--- src/rtl/iel_pkg.sv ---
// Package for the indexed insert/erase list.
// Holds field widths, default sizes, opcode, status and sequencer state codes.
// No dependencies.
package iel_pkg;

    localparam int DEPTH_DEF     = 256;
    localparam int WORD_BITS_DEF = 64;

    localparam int OP_W   = 3;
    localparam int POS_W  = 9;
    localparam int WORD_W = 64;
    localparam int STAT_W = 2;
    localparam int HELD_W = 9;

    typedef enum logic [OP_W-1:0] {
        OP_GET    = 3'd0,
        OP_SET    = 3'd1,
        OP_INSERT = 3'd2,
        OP_ERASE  = 3'd3,
        OP_APPEND = 3'd4,
        OP_CLEAR  = 3'd5
    } op_t;

    typedef enum logic [STAT_W-1:0] {
        STAT_OK    = 2'd0,
        STAT_RANGE = 2'd1,
        STAT_FULL  = 2'd2
    } status_t;

    typedef enum logic [2:0] {
        S_IDLE,
        S_INS_MOVE,
        S_INS_PUT,
        S_ERA_MOVE,
        S_FINISH
    } state_t;

endpackage

--- src/rtl/iel_if.sv ---
// Handshake interfaces for the request and response channels of the list.
// Depends on iel_pkg for the field widths.
interface iel_req_if;
    import iel_pkg::*;

    logic              valid;
    logic              ready;
    logic [OP_W-1:0]   opcode;
    logic [POS_W-1:0]  position;
    logic [WORD_W-1:0] word_in;

    modport source (output valid, output opcode, output position, output word_in,
                    input ready);
    modport sink   (input valid, input opcode, input position, input word_in,
                    output ready);
endinterface

interface iel_rsp_if;
    import iel_pkg::*;

    logic              valid;
    logic              ready;
    logic [WORD_W-1:0] word_out;
    logic [STAT_W-1:0] status;
    logic [HELD_W-1:0] entries_held;

    modport source (output valid, output word_out, output status, output entries_held,
                    input ready);
    modport sink   (input valid, input word_out, input status, input entries_held,
                    output ready);
endinterface

--- src/rtl/iel_ctrl.sv ---
// Sequencer of the list: decodes a transaction, checks its range, drives the
// entry store through read-modify-write shifts and holds the response register.
// Depends on iel_pkg and the iel_req_if / iel_rsp_if interfaces.
module iel_ctrl #(
    parameter int DEPTH     = iel_pkg::DEPTH_DEF,
    parameter int WORD_BITS = iel_pkg::WORD_BITS_DEF
) (
    input  logic                     clk,
    input  logic                     rst_n,
    iel_req_if.sink                  req,
    iel_rsp_if.source                rsp,
    output logic                     mem_wr_en,
    output logic [$clog2(DEPTH)-1:0] mem_wr_addr,
    output logic [WORD_BITS-1:0]     mem_wr_data,
    output logic                     mem_rd_en,
    output logic [$clog2(DEPTH)-1:0] mem_rd_addr,
    input  logic [WORD_BITS-1:0]     mem_rd_data
);
    import iel_pkg::*;

    localparam int ADDR_W = $clog2(DEPTH);
    localparam int CNT_W  = $clog2(DEPTH + 1);
    localparam int CMP_W  = (CNT_W > POS_W) ? CNT_W : POS_W;

    state_t                state_reg, state_next;
    logic [CNT_W-1:0]      count_reg, count_next;
    logic [ADDR_W-1:0]     cursor_reg, cursor_next;
    op_t                   op_reg;
    status_t               stat_reg;
    logic [ADDR_W-1:0]     pos_reg;
    logic [WORD_BITS-1:0]  word_reg;

    logic                  out_valid_reg;
    logic [WORD_W-1:0]     out_word_reg;
    status_t               out_stat_reg;
    logic [HELD_W-1:0]     out_held_reg;

    // Decode of the offered transaction.
    op_t                   in_op;
    logic [CMP_W-1:0]      in_pos_ext;
    logic [CMP_W-1:0]      cnt_ext;
    logic [ADDR_W-1:0]     in_addr;
    logic [CNT_W-1:0]      cnt_m1;
    logic                  is_full;
    status_t               in_stat;
    logic                  in_ok;
    logic                  ins_shift;
    logic                  era_shift;
    logic                  accept;
    logic                  result_load;
    logic [WORD_W-1:0]     result_word;
    logic [CMP_W-1:0]      count_ext;

    assign in_op      = op_t'(req.opcode);
    assign in_pos_ext = CMP_W'(req.position);
    assign cnt_ext    = CMP_W'(count_reg);
    assign in_addr    = in_pos_ext[ADDR_W-1:0];
    assign cnt_m1     = count_reg - CNT_W'(1);
    assign is_full    = (count_reg == CNT_W'(DEPTH));
    assign accept     = req.valid && (state_reg == S_IDLE);

    always_comb
    begin
        in_stat = STAT_OK;
        case (in_op)
            OP_GET, OP_SET, OP_ERASE:
            begin
                if (in_pos_ext >= cnt_ext)
                    in_stat = STAT_RANGE;
            end
            OP_INSERT:
            begin
                if (in_pos_ext > cnt_ext)
                    in_stat = STAT_RANGE;
                else if (is_full)
                    in_stat = STAT_FULL;
            end
            OP_APPEND:
            begin
                if (is_full)
                    in_stat = STAT_FULL;
            end
            default:
            begin
                in_stat = STAT_OK;
            end
        endcase
    end

    assign in_ok     = (in_stat == STAT_OK);
    assign ins_shift = in_ok && (in_op == OP_INSERT) && (in_pos_ext != cnt_ext);
    assign era_shift = in_ok && (in_op == OP_ERASE)
                       && (in_pos_ext != CMP_W'(cnt_m1));

    // Next state.
    always_comb
    begin
        state_next = state_reg;
        case (state_reg)
            S_IDLE:
            begin
                if (accept)
                begin
                    if (ins_shift)
                        state_next = S_INS_MOVE;
                    else if (era_shift)
                        state_next = S_ERA_MOVE;
                    else
                        state_next = S_FINISH;
                end
            end
            S_INS_MOVE:
            begin
                if (cursor_reg == pos_reg)
                    state_next = S_INS_PUT;
            end
            S_INS_PUT:
            begin
                state_next = S_FINISH;
            end
            S_ERA_MOVE:
            begin
                if (CNT_W'(cursor_reg) == cnt_m1)
                    state_next = S_FINISH;
            end
            S_FINISH:
            begin
                if (!out_valid_reg || rsp.ready)
                    state_next = S_IDLE;
            end
            default:
            begin
                state_next = S_IDLE;
            end
        endcase
    end

    // Memory commands, count and cursor updates.
    always_comb
    begin
        mem_wr_en   = 1'b0;
        mem_wr_addr = '0;
        mem_wr_data = req.word_in[WORD_BITS-1:0];
        mem_rd_en   = 1'b0;
        mem_rd_addr = '0;
        count_next  = count_reg;
        cursor_next = cursor_reg;
        result_load = 1'b0;
        case (state_reg)
            S_IDLE:
            begin
                if (accept && in_ok)
                begin
                    case (in_op)
                        OP_GET:
                        begin
                            mem_rd_en   = 1'b1;
                            mem_rd_addr = in_addr;
                        end
                        OP_SET:
                        begin
                            mem_wr_en   = 1'b1;
                            mem_wr_addr = in_addr;
                        end
                        OP_INSERT:
                        begin
                            if (ins_shift)
                            begin
                                mem_rd_en   = 1'b1;
                                mem_rd_addr = cnt_m1[ADDR_W-1:0];
                                cursor_next = cnt_m1[ADDR_W-1:0];
                            end
                            else
                            begin
                                mem_wr_en   = 1'b1;
                                mem_wr_addr = in_addr;
                                count_next  = count_reg + CNT_W'(1);
                            end
                        end
                        OP_ERASE:
                        begin
                            if (era_shift)
                            begin
                                mem_rd_en   = 1'b1;
                                mem_rd_addr = in_addr + ADDR_W'(1);
                                cursor_next = in_addr + ADDR_W'(1);
                            end
                            else
                            begin
                                count_next = cnt_m1;
                            end
                        end
                        OP_APPEND:
                        begin
                            mem_wr_en   = 1'b1;
                            mem_wr_addr = count_reg[ADDR_W-1:0];
                            count_next  = count_reg + CNT_W'(1);
                        end
                        OP_CLEAR:
                        begin
                            count_next = '0;
                        end
                        default:
                        begin
                            count_next = count_reg;
                        end
                    endcase
                end
            end
            S_INS_MOVE:
            begin
                mem_wr_en   = 1'b1;
                mem_wr_addr = cursor_reg + ADDR_W'(1);
                mem_wr_data = mem_rd_data;
                if (cursor_reg != pos_reg)
                begin
                    mem_rd_en   = 1'b1;
                    mem_rd_addr = cursor_reg - ADDR_W'(1);
                    cursor_next = cursor_reg - ADDR_W'(1);
                end
            end
            S_INS_PUT:
            begin
                mem_wr_en   = 1'b1;
                mem_wr_addr = pos_reg;
                mem_wr_data = word_reg;
                count_next  = count_reg + CNT_W'(1);
            end
            S_ERA_MOVE:
            begin
                mem_wr_en   = 1'b1;
                mem_wr_addr = cursor_reg - ADDR_W'(1);
                mem_wr_data = mem_rd_data;
                if (CNT_W'(cursor_reg) == cnt_m1)
                begin
                    count_next = cnt_m1;
                end
                else
                begin
                    mem_rd_en   = 1'b1;
                    mem_rd_addr = cursor_reg + ADDR_W'(1);
                    cursor_next = cursor_reg + ADDR_W'(1);
                end
            end
            S_FINISH:
            begin
                result_load = !out_valid_reg || rsp.ready;
            end
            default:
            begin
                result_load = 1'b0;
            end
        endcase
    end

    // Only a successful get returns a word; the read data is still held.
    assign result_word = (op_reg == OP_GET && stat_reg == STAT_OK)
                         ? WORD_W'(mem_rd_data) : '0;
    assign count_ext   = CMP_W'(count_reg);

    always_ff @(posedge clk or negedge rst_n)
    begin
        if (!rst_n)
        begin
            state_reg     <= S_IDLE;
            count_reg     <= '0;
            out_valid_reg <= 1'b0;
        end
        else
        begin
            state_reg <= state_next;
            count_reg <= count_next;
            if (result_load)
                out_valid_reg <= 1'b1;
            else if (rsp.ready)
                out_valid_reg <= 1'b0;
        end
    end

    always_ff @(posedge clk)
    begin
        cursor_reg <= cursor_next;
        if (accept)
        begin
            op_reg   <= in_op;
            stat_reg <= in_stat;
            pos_reg  <= in_addr;
            word_reg <= req.word_in[WORD_BITS-1:0];
        end
        if (result_load)
        begin
            out_word_reg <= result_word;
            out_stat_reg <= stat_reg;
            out_held_reg <= count_ext[HELD_W-1:0];
        end
    end

    assign req.ready        = (state_reg == S_IDLE);
    assign rsp.valid        = out_valid_reg;
    assign rsp.word_out     = out_word_reg;
    assign rsp.status       = out_stat_reg;
    assign rsp.entries_held = out_held_reg;

endmodule

--- src/flat_wrapper.sv ---
// flat-port wrapper written by rule: the top's interface ports become plain ports
module iel_ctrl_flat import iel_pkg::*;
#(
    parameter int DEPTH     = iel_pkg::DEPTH_DEF,
    parameter int WORD_BITS = iel_pkg::WORD_BITS_DEF
)
  (clk, rst_n, mem_wr_en, mem_wr_addr, mem_wr_data, mem_rd_en, mem_rd_addr, mem_rd_data, req_valid, req_opcode, req_position, req_word_in, req_ready, rsp_valid, rsp_word_out, rsp_status, rsp_entries_held, rsp_ready);
  iel_req_if req_i ();
  iel_rsp_if rsp_i ();
  input  logic clk;
  input  logic rst_n;
  output logic mem_wr_en;
  output logic [$clog2(DEPTH)-1:0] mem_wr_addr;
  output logic [WORD_BITS-1:0] mem_wr_data;
  output logic mem_rd_en;
  output logic [$clog2(DEPTH)-1:0] mem_rd_addr;
  input  logic [WORD_BITS-1:0] mem_rd_data;
  input wire logic [$bits(req_i.valid)-1:0] req_valid;
  input wire logic [$bits(req_i.opcode)-1:0] req_opcode;
  input wire logic [$bits(req_i.position)-1:0] req_position;
  input wire logic [$bits(req_i.word_in)-1:0] req_word_in;
  output wire logic [$bits(req_i.ready)-1:0] req_ready;
  output wire logic [$bits(rsp_i.valid)-1:0] rsp_valid;
  output wire logic [$bits(rsp_i.word_out)-1:0] rsp_word_out;
  output wire logic [$bits(rsp_i.status)-1:0] rsp_status;
  output wire logic [$bits(rsp_i.entries_held)-1:0] rsp_entries_held;
  input wire logic [$bits(rsp_i.ready)-1:0] rsp_ready;
  assign req_i.valid = req_valid;
  assign req_i.opcode = req_opcode;
  assign req_i.position = req_position;
  assign req_i.word_in = req_word_in;
  assign req_ready = req_i.ready;
  assign rsp_valid = rsp_i.valid;
  assign rsp_word_out = rsp_i.word_out;
  assign rsp_status = rsp_i.status;
  assign rsp_entries_held = rsp_i.entries_held;
  assign rsp_i.ready = rsp_ready;
  iel_ctrl #(.DEPTH(DEPTH), .WORD_BITS(WORD_BITS)) u_core (.clk(clk), .rst_n(rst_n), .req(req_i), .rsp(rsp_i), .mem_wr_en(mem_wr_en), .mem_wr_addr(mem_wr_addr), .mem_wr_data(mem_wr_data), .mem_rd_en(mem_rd_en), .mem_rd_addr(mem_rd_addr), .mem_rd_data(mem_rd_data));
endmodule
--- config.mk ---
export PLATFORM = sky130hd
export DESIGN_NAME = iel_ctrl_flat
export DESIGN_NICKNAME = d
export VERILOG_FILES = /design/src/rtl/iel_pkg.sv /design/src/rtl/iel_if.sv /design/src/rtl/iel_ctrl.sv /design/src/flat_wrapper.sv
export SDC_FILE = /design/constraint.sdc
export NUM_CORES = 1
export LEC_CHECK = 0
export ABC_AREA = 1
export BUFFER_PORTS_ARGS = -buffer_cell sky130_fd_sc_hd__buf_4
export CAP_MARGIN = 20
export CORE_AREA = 5 5 115 226
export DETAILED_ROUTE_END_ITERATION = 8
export DIE_AREA = 0 0 120 231
export HOLD_SLACK_MARGIN = 0.1
export PLACE_DENSITY = 0.67
export SLEW_MARGIN = 10
export SYNTH_ARGS = -nofsm -noshare
export SYNTH_HDL_FRONTEND = slang
export SYNTH_SLANG_ARGS = --single-unit
--- constraint.sdc ---
create_clock -name clk -period 7.4 [get_ports clk]
set_clock_uncertainty 0.05 [all_clocks]
set_input_delay 1.48 -clock clk [delete_from_list [all_inputs] [get_ports clk]]
set_output_delay 1.48 -clock clk [all_outputs]
set_load 0.1 [all_outputs]
=== Word-level counts from Yosys, hierarchy flattened ===
Index checks and enable logic that the tools add are counted.

* Input port bits: 144
* Word-level logic and storage cells: 120
* Bits in registers: 173
* Output and inout bits: 159

* Magnitude comparators: 2
* Reductions and logical operators: 24
* Eq/ne operators: 28
* Add/sub/neg operators: 5
* Multiplexer cells: 50

{| class="wikitable"
|+ Operators with widths
! kind !! count
|-
| 64-bit one-hot mux with 2 select lines || 1
|-
| 8-bit two-way mux || 12
|-
| 8-bit one-hot mux with 3 select lines || 4
|-
| 9-bit two-way mux || 4
|-
| 9-bit one-hot mux with 4 select lines || 1
|-
| 8-bit one-hot mux with 4 select lines || 1
|-
| 9-bit one-hot mux with 3 select lines || 1
|-
| 3-bit two-way mux || 6
|-
| 9-bit != test || 2
|-
| 8-bit by 1-bit adder with 8-bit output, second input constant || 2
|-
| 8-bit one-hot mux with 2 select lines || 1
|-
| 3-bit one-hot mux with 5 select lines || 1
|-
| 3-bit by 2-bit equality test with 1-bit output, second input constant || 4
|-
| 2-bit by 1-bit != test with 1-bit output, second input constant || 6
|-
| 1-bit two-way mux || 11
|-
| 9-bit by 1-bit adder with 9-bit output, second input constant || 1
|-
| 3-bit equality test, second input constant || 3
|-
| 8-bit by 9-bit equality test with 1-bit output || 1
|-
| 9-bit equality test, second input constant || 1
|-
| 9-bit greater-or-equal comparator || 1
|-
| 9-bit > comparator || 1
|-
| 3-bit zero test || 3
|-
| 9-bit by 1-bit subtractor with 9-bit output, second input constant || 1
|-
| 8-bit equality test || 1
|-
| 23 further kinds || 39
|}

=== Longest topological paths before layout ===
Gate-level depths: netlist (run 1).

* Depth after elaboration: 11
* Gate-level depth with buffers: 20
* Mapped depth without buffers: 19

=== Worst setup path after synthesis (run 1) ===
OpenSTA, ideal clock, no wires.

* Path type: flip-flop to output port
* From: register u_core.state_reg[0]
* To: output port mem_wr_addr[3]
* Arrival: 7041 ps
* Buffers on the path: 1
* Path slack: -1171 ps
* Stages on the path, launching flop included: 11
* Cell sequence: dfrtp_1 > nor2_1 > inv_1 > nor2_1 > inv_1 > nor2_1 > nand3_1 > inv_1 > buf_2 > nand2_1 > nand2_1

* Cells in the longest elaborated chain, start to end: 5

{| class="wikitable"
|+ RTL lines
! what !! line !! RTL
|-
| from (decl) || iel_ctrl.sv:25 || <nowiki>state_t state_reg, state_next;</nowiki>
|-
| from (signal assigned) || iel_ctrl.sv:271 || <nowiki>state_reg <= state_next;</nowiki>
|-
| 3-bit zero test || n/a ||
|-
| via req_ready || flat_wrapper.sv:22 || <nowiki>output wire logic [$bits(req_i.ready)-1:0] req_ready;</nowiki>
|-
| 1-bit logical AND || iel_ctrl.sv:60 || <nowiki>assign accept = req.valid && (state_reg == S_IDLE);</nowiki>
|-
| via u_core.accept || iel_ctrl.sv:49 || <nowiki>logic accept;</nowiki>
|-
| 1-bit logical AND || iel_ctrl.sv:152 || <nowiki>if (accept && in_ok)</nowiki>
|-
| 8-bit two-way mux || iel_ctrl.sv:152 ||
|-
| 8-bit one-hot mux with 4 select lines || iel_ctrl.sv:149 || <nowiki>case (state_reg)</nowiki>
|-
| to (decl) || flat_wrapper.sv:13 || <nowiki>output logic [$clog2(DEPTH)-1:0] mem_wr_addr;</nowiki>
|}

The timed path passes the listed nets, and every way through them passes these cells.

=== Worst setup path after layout (run 1) ===
* From: input port req_position[6]
* To: output port mem_wr_en

* Cells in the longest elaborated chain, start to end: 10

{| class="wikitable"
|+ RTL lines
! what !! line !! RTL
|-
| from (decl) || flat_wrapper.sv:20 || <nowiki>input wire logic [$bits(req_i.position)-1:0] req_position;</nowiki>
|-
| 9-bit > comparator or 9-bit greater-or-equal comparator (tied branches) || iel_ctrl.sv:73, iel_ctrl.sv:68 ||
|-
| 2-bit two-way mux or 1-bit two-way mux (tied branches) || iel_ctrl.sv:73, iel_ctrl.sv:68 ||
|-
| 2-bit one-hot mux with 3 select lines || iel_ctrl.sv:65 || <nowiki>case (in_op)</nowiki>
|-
| 2-bit zero test || iel_ctrl.sv:90 || <nowiki>assign in_ok = (in_stat == STAT_OK);</nowiki>
|-
| 1-bit logical AND (2 in a row) || iel_ctrl.sv:91 || <nowiki>assign ins_shift = in_ok && (in_op == OP_INSERT) && (in_pos_ext != cnt_ext);</nowiki>
|-
| 1-bit two-way mux || iel_ctrl.sv:167 || <nowiki>if (ins_shift)</nowiki>
|-
| 1-bit one-hot mux with 2 select lines || iel_ctrl.sv:154 || <nowiki>case (in_op)</nowiki>
|-
| 1-bit two-way mux * || iel_ctrl.sv:152 ||
|-
| 1-bit one-hot mux with 2 select lines * || iel_ctrl.sv:149 ||
|-
| to (decl) || flat_wrapper.sv:12 || <nowiki>output logic mem_wr_en;</nowiki>
|}

Mark *: on every way between the ends. The rest lies on a longest branch, timed or not.

==> results of run 1 <==
==> cells in the mapped netlist, types with 3 or more instances <==
| cell | number |
|---|---|
| nand3_2 | 3 |
| nand3_1 | 49 |
| buf_2 | 3 |
| xor2_1 | 18 |
| or2_2 | 6 |
| dfrtp_1 | 13 |
| nand2_2 | 12 |
| nor2_1 | 125 |
| inv_2 | 4 |
| o22a_2 | 4 |
| inv_1 | 146 |
| nand4_1 | 11 |
| xnor2_1 | 10 |
| nor3_1 | 8 |
| clkbuf_1 | 33 |
| nor2_2 | 6 |
| a31oi_1 | 3 |
| nand2_1 | 265 |
| ha_1 | 15 |
| o211ai_1 | 51 |
| a22oi_1 | 18 |
| a21oi_1 | 9 |
| o21ai_0 | 35 |
| buf_6 | 4 |
| o21ai_1 | 4 |
| edfxtp_1 | 160 |
| o22ai_1 | 20 |
==> critical path, stage by stage <==
cell and delay (ns):
buf_4 0.14, ha_1 0.30, nand2_1 0.05, nor2_1 0.25
nand3b_1 0.12, nand3_1 0.14, nand3_1 0.08, nand2_1 0.16
nand3_1 0.47, nand2_1 0.22, nand2_2 0.17, o21ai_0 0.25
nand2_1 0.11, buf_4 0.26
==> final timing paths <==
kind                                         to  slack [ns]
setup / recovery                      mem_wr_en        1.65
hold / removal             u_core.rsp.status[1]        0.43
setup reg to reg           u_core.cursor_reg[1]        3.51
hold reg to reg            u_core.rsp.status[1]        0.43
max in group asynchronous   u_core.state_reg[0]        6.27
min in group asynchronous     u_core.cnt_ext[0]        0.83
==> per-layer routing <==
metal | part of all wire [%] | global-route usage [%] | vias up
li1 | - | - | 4095
met1 | 41 | 29.5 | 4147
met2 | 48 | 36.7 | 472
met3 | 8.8 | 5.52 | 59
met4 | 2.8 | 8.57 | 0
met5 | 0 | 0 | -
==> kinds of logic (layout without fill, tap and decap cells) <==
group	Yosys count	in the layout	share of synthesized area, %
flip-flops	173	173	54.3
XOR/XNOR	29	29	2.83
adder cells (fa/ha/maj)	15	15	1.99
AO/OA/AOI/OAI	152	152	10.8
AND/OR/NAND/NOR	492	492	21.9
buffers and inverters	193	491	8.11
==> per-stage QoR <==
stage	worst slack (ns)	instances	hold slack [ns]	instance area [µm²]	util, %
floorplan	0.214	1054	0.376	9450	-
global placement	1.81	1611	0.387	12000	49.4
detailed placement	1.75	1611	0.405	12000	49.4
CTS	1.74	1642	0.427	12500	51.6
global route	1.37	1642	0.434	12500	51.6
finish	1.65	1642	0.427	12500	51.6
==> cell type report <==
class,count,share of cell area (%)
sequential,173,41.1
multi-input combinational,688,28.7
timing repair buffer,309,18.6
inverter,151,4.54
clock buffer,17,3.40
tap,290,2.90
clock inverter,14,0.881
==> metrics.yaml, run 1 <==
status: "finished clean"
rows: 81
synth_ff_type: "edfxtp_1"
grt_pass1_wl_um: 48900
clockBufferDepth: 2
grt_overflow: 0
cts_num_sinks: 173
crit_start: "req_position[6]"
slew_headroom_pct: 27.3
critPathMaxFanout: 11
synthArstFlopShare_pct: 7.51
gp_congestion: 0.916
postSynthNetCount: 1213
r2r-start: "u_core.cnt_ext[3]"
final.min_clock_period_ns: 5.75
yosysTopAreaCellShare_pct: 50.9
final_common_cell: "buf_4"
io_pins: 303
drt_iter0_drc: 700
syn_inst: 1054
drive_gt1_share_pct: 28.6
syn_area_mm2: 0.00945
drc: 0
cts_tree: "built"
wl_per_cell_um: 19.6
cts_made_buffers: 17
rsz0062_at_grt: "no"
yosysTopAreaCell: "edfxtp_1"
die_h_um: 231
hold_viol: 0
fillers: 2233
dr.pass1.iters: 6
initial_core_util_pct: 39.0
hold_depth: 0
final_cell_mix: "buf_4 (309), nand2_1 (262), edfxtp_1 (160)"
vias: 8773
synthDistinctLibCells: 41
ys_seq_area_share_pct: 54.3
dieWidth_um: 120
setup_violations: 0
cts-root-buf: "clkbuf_16"
n_antenna_cell: 0
area_delta_synth_final_pct: 32.3
period_share_pct: 77.7
hp-class: "flop to flop"
syn_avg_cell_area_um2: 8.96
cap_viol_max_count: 0
max_freq_mhz: 174
clk_latency_ns: 0.45
post_cts_buffers: 0
multiInputGateArea_mm2: 0.00358
rr_worst_depth: 12
cp-end-kind: "output port"
synth_edf_count: 160
synth.ff_latch_count: 173
hold_start: "u_core.stat_reg[1]"
clk_pin_slew_ns: 0.07
synth.area.top_cells: "edfxtp_1 (51%), nand2_1 (11%), inv_1 (5.8%)"
drt_wl_total_um: 32100
grt_max_degree: 65
drv_slew: 0
finalSetupTns_ns: 0
path_class: "input port to output port"
ctsHoldBuffers: 0
start_kind: "input port"
cts_resized: 0
track_usage_pct: 22.7
grt_pass1_vias: 8596
grt_antenna_before_repair: 0
hpwl_um: 24000
yosysWarningCount: 0
seq_area_mm2: 0.00513
worst_pin_slew_ns: 1.09
worstPathRequired_ns: 5.87
core_mm2: 0.0242
port_buffers: 302
viasPerCell: 5.34
ant_nets: 0
arrival_ns: 4.22
htreeDepth: 4
die-area_mm2: 0.0277
fin_nets: 1499
Power of run 1 is not shown: default switching activity piles up to over one toggle a cycle in this logic, so the estimate is an artifact.
==> run 2, diff against run 1 <==
PLACE_DENSITY = not set   (was 0.67)
clock period = 5.91 ns   (was 7.4 ns; I/O delays follow)
==> metrics.yaml, run 2 (synthesis results as in run 1) <==
port_buffers: 302  # unchanged
clk_pin_slew_ns: 0.06  # about the same
rows: 81  # unchanged
fin_nets: 1501  # +0.13%
drt_iter0_drc: 622  # -11%
initial_core_util_pct: 39.0  # unchanged
hpwl_um: 23300  # -3.0%
grt_max_degree: 65  # unchanged
viasPerCell: 5.21  # -2.4%
final_common_cell: "buf_4"
drive_gt1_share_pct: 28.7  # +0.11 points
arrival_ns: 3.85  # -0.37 ns
fillers: 2306  # +3.3%
period_share_pct: 85.9
drc: 0  # unchanged
critPathMaxFanout: 11  # unchanged
die_h_um: 231  # unchanged
grt_pass1_wl_um: 47800  # -2.2%
dr.pass1.iters: 5  # -1
start_kind: "input port"
core_mm2: 0.0242  # unchanged
wl_per_cell_um: 19.2  # -2.1%
io_pins: 303  # unchanged
die-area_mm2: 0.0277  # unchanged
n_antenna_cell: 0  # unchanged
track_usage_pct: 22.3  # -0.41 points
slew_headroom_pct: 45.3  # +18 points
cts_made_buffers: 17  # unchanged
htreeDepth: 4  # unchanged
dieWidth_um: 120  # unchanged
cp-end-kind: "output port"
hold_viol: 0  # unchanged
rsz0062_at_grt: "no"
cts_tree: "built"
post_cts_buffers: 0  # unchanged
ctsHoldBuffers: 0  # unchanged
grt_overflow: 0  # unchanged
area_delta_synth_final_pct: 33.4
clockBufferDepth: 2  # unchanged
grt_pass1_vias: 8405  # -2.2%
vias: 8570  # -2.3%
ant_nets: 0  # unchanged
final_cell_mix: "buf_4 (309), nand2_1 (262), edfxtp_1 (160)"
worstPathRequired_ns: 4.68  # -1.19 ns
max_freq_mhz: 197
cts-root-buf: "clkbuf_16"
final.min_clock_period_ns: 5.08
hp-class: "flop to flop"
worst_pin_slew_ns: 0.815  # -0.273 ns
clk_latency_ns: 0.44  # about the same
finalSetupTns_ns: 0  # unchanged
status: "finished clean"
drv_slew: 0  # unchanged
cap_viol_max_count: 0  # unchanged
cts_num_sinks: 173  # unchanged
gp_congestion: 0.942  # +2.8%
cts_resized: 0  # unchanged
grt_antenna_before_repair: 0  # unchanged
setup_violations: 0  # unchanged
path_class: "input port to output port"
drt_wl_total_um: 31500  # -2.0%
[run 2: cell count changes in the layout (fill, tap and decap cells not counted), sizes merged]
cell / before / now
clkinv: 7 / 3
bufinv: 0 / 3
inv: 157 / 154
buf: 309 / 311
clkbuf: 17 / 19
clkinvlp: 1 / 3
[run 2: critical path, stage by stage]
cell and delay [ns]:
buf_4 0.14, ha_1 0.29, nand2_1 0.05, nor2_1 0.29
nand3_1 0.19, inv_1 0.11, o21ai_0 0.08, nand2_1 0.07
nand2_1 0.11, nand3_1 0.36, nand2_1 0.13, nand2_2 0.21
nand2_1 0.08, o21ai_1 0.08, nand2_1 0.07, nand2_1 0.11
buf_4 0.30
[run 2: area by class of cell]
type | count | area (µm²) | share of cell area (%)
tap | 290 | 363 | 2.88
sequential | 173 | 5130 | 40.7
multi-input combinational | 688 | 3580 | 28.4
clock inverter | 12 | 163 | 1.29
timing repair buffer | 311 | 2360 | 18.7
inverter | 151 | 567 | 4.50
clock buffer | 19 | 433 | 3.44
[run 2: through the flow]
| step | hold WS [ns] | instances | area, µm² | worst slack (ns) | utilization (%) |
|---|---|---|---|---|---|
| 3_5_place_dp | 0.387 | 1612 | 12000 | 0.886 | 49.5 |
| 5_1_grt | 0.427 | 1644 | 12600 | 0.608 | 52.0 |
| 6_report | 0.403 | 1644 | 12600 | 0.830 | 52.0 |
| 3_3_place_gp | 0.382 | 1612 | 12000 | 0.954 | 49.5 |
| 4_1_cts | 0.402 | 1643 | 12600 | 0.872 | 51.9 |
| 2_1_floorplan | 0.376 | 1054 | 9460 | 0.487 | - |
[run 2: path summary, 6_finish.rpt]
| kind | to | start | cells after the start | slack, ns |
|---|---|---|---|---|
| worst max-delay path | mem_wr_addr[2] | req_position[6] | 17 | 0.83 |
| worst min-delay path | u_core.rsp.status[1] | u_core.stat_reg[1] | 0 | 0.40 |
| worst max register to register | u_core.cursor_reg[5] | u_core.cnt_ext[5] | 12 | 2.10 |
| worst min register to register | u_core.rsp.status[1] | u_core.stat_reg[1] | 0 | 0.40 |
| max in group asynchronous | u_core.cnt_ext[2] | rst_n | 1 | 5.09 |
| min in group asynchronous | u_core.cnt_ext[6] | rst_n | 1 | 0.53 |
[run 2: metal layers]
layer	routed length [µm]	share of wire (%)	GRT usage, %	vias to the layer above
met3	2650	8.4	5.88	56
met2	14500	46	34.9	428
met5	0	0	0	-
li1	-	-	-	4108
met1	13300	42	29.0	3978
met4	1060	3.4	10.1	0
Power of run 2 is left out for the same reason.
==> run 3, diff against run 2 <==
CELL_PAD_IN_SITES_DETAIL_PLACEMENT = 2   (was not set)
CELL_PAD_IN_SITES_GLOBAL_PLACEMENT = 2   (was not set)
CORE_AREA = 5 5 132 259   (was 5 5 115 226)
DIE_AREA = 0 0 137 264   (was 0 0 120 231)
PLACE_DENSITY_LB_ADDON = 0.1   (was not set)
==> metrics.yaml, run 3 (synthesis results as in run 1) <==
htreeDepth: 4  # unchanged
final_common_cell: "buf_4"
drt_iter0_drc: 352  # -43%
area_delta_synth_final_pct: 35.3
seq_area_mm2: 0.00513  # unchanged
place_area_mm2: 0.0122  # +2.1%
setup_violations: 0  # unchanged
ctsHoldBuffers: 0  # unchanged
n_antenna_cell: 0  # unchanged
grt_overflow: 0  # unchanged
drc: 0  # unchanged
finalSetupTns_ns: 0  # unchanged
worstPathRequired_ns: 4.68  # about the same
track_usage_pct: 23.4  # +1.1 points
grt_pass1_vias: 9930  # +18%
dieWidth_um: 137  # +14%
hp-class: "flop to flop"
clk_latency_ns: 0.45  # about the same
grt_antenna_before_repair: 0  # unchanged
arrival_ns: 3.99  # +0.14 ns
multiInputGateArea_mm2: 0.00358  # unchanged
clk_pin_slew_ns: 0.08  # +0.02 ns
rsz0062_at_grt: "no"
viasPerCell: 4.97  # -4.7%
period_share_pct: 88.4  # +2.5 points
status: "finished clean"
ant_nets: 0  # unchanged
cts_made_buffers: 17  # unchanged
initial_core_util_pct: 29.5  # -9.5 points
finalInstanceArea_mm2: 0.0128  # +1.5%
dr.pass1.iters: 4  # -1
drive_gt1_share_pct: 29.2  # +0.57 points
die_h_um: 264  # +14%
cts_tree: "built"
crit_start: "req_position[8]"
r2r_setup_slack_ns: 2.21  # +0.11 ns
hold_start: "u_core.stat_reg[1]"
cts_resized: 0  # unchanged
final_cell_mix: "buf_4 (320), nand2_1 (262), edfxtp_1 (160)"
cp-end-kind: "output port"
dp_cells: 1760  # +9.2%
grt_pass1_wl_um: 62100  # +30%
fillers: 3644  # +58%
wl_per_cell_um: 23.9  # +25%
clockBufferDepth: 2  # unchanged
port_buffers: 302  # unchanged
rows: 93  # +15%
hpwl_um: 33900  # +45%
hold_viol: 0  # unchanged
cts-root-buf: "clkbuf_16"
core_mm2: 0.0320  # +32%
cts_num_sinks: 173  # unchanged
cap_viol_max_count: 0  # unchanged
gp_congestion: 0.859  # -8.7%
post_cts_buffers: 0  # unchanged
fin_nets: 1511  # +0.67%
final.min_clock_period_ns: 5.23  # +0.146 ns
start_kind: "input port"
drt_wl_total_um: 42800  # +36%
io_pins: 303  # unchanged
critPathMaxFanout: 6  # -5
path_class: "input port to output port"
worst_pin_slew_ns: 1.05  # +0.231 ns
die-area_mm2: 0.0362  # +30%
r2r-start: "u_core.cnt_ext[5]"
stdcell_count: 1792  # +9.0%
vias: 8898  # +3.8%
drv_slew: 0  # unchanged
slew_headroom_pct: 30.3  # -15 points
max_freq_mhz: 191  # -2.8%
grt_max_degree: 68  # +4.6%
-- run 3: worst max-delay path, stage by stage --
cell     delay [ns]
buf_4          0.13
ha_1           0.29
nand2_1        0.07
nor2_1         0.38
nand3_1        0.24
nand2_1        0.12
nand2_1        0.06
nand2_1        0.14
nand2_1        0.07
nor2_1         0.09
buf_4          0.15
nand2_2        0.08
inv_1          0.37
nand2_1        0.11
nand2_1        0.09
nand2_1        0.05
nand2_1        0.08
buf_4          0.28
-- run 3: worst paths after layout --
kind,to,depth (start not counted)
min in group asynchronous,u_core.cnt_ext[4],1
min reg2reg,u_core.rsp.status[1],0
max reg2reg,u_core.cursor_reg[2],16
max,mem_rd_addr[4],18
max in group asynchronous,u_core.rsp.valid,1
min,u_core.rsp.status[1],0
-- run 3: final cells by class --
class / count / share of cell area, %
Multi-Input combinational cell: 688 / 28.0
Timing Repair Buffer: 321 / 19.0
Clock inverter: 14 / 0.901
Clock buffer: 18 / 3.36
Tap cell: 427 / 4.18
Sequential cell: 173 / 40.1
Inverter: 151 / 4.43
-- run 3: metal layers --
layer / up-vias / routed length (µm) / global-route usage, %
met5: - / 0 / 0
met4: 0 / 1900 / 10.3
met3: 70 / 2220 / 5.20
met2: 250 / 25200 / 47.4
met1: 4460 / 13500 / 21.0
li1: 4118 / - / -
-- run 3: per-stage QoR --
stage                     worst slack, ns  hold slack, ns  utilization, %
after floorplan                     0.487           0.376               -
after global placement              0.697           0.410            38.2
after detailed placement            0.696           0.420            38.2
after CTS                           0.687           0.440            39.9
after global routing                0.439           0.453            39.9
final                               0.684           0.435            39.9
Power of run 3 is left out for the same reason.
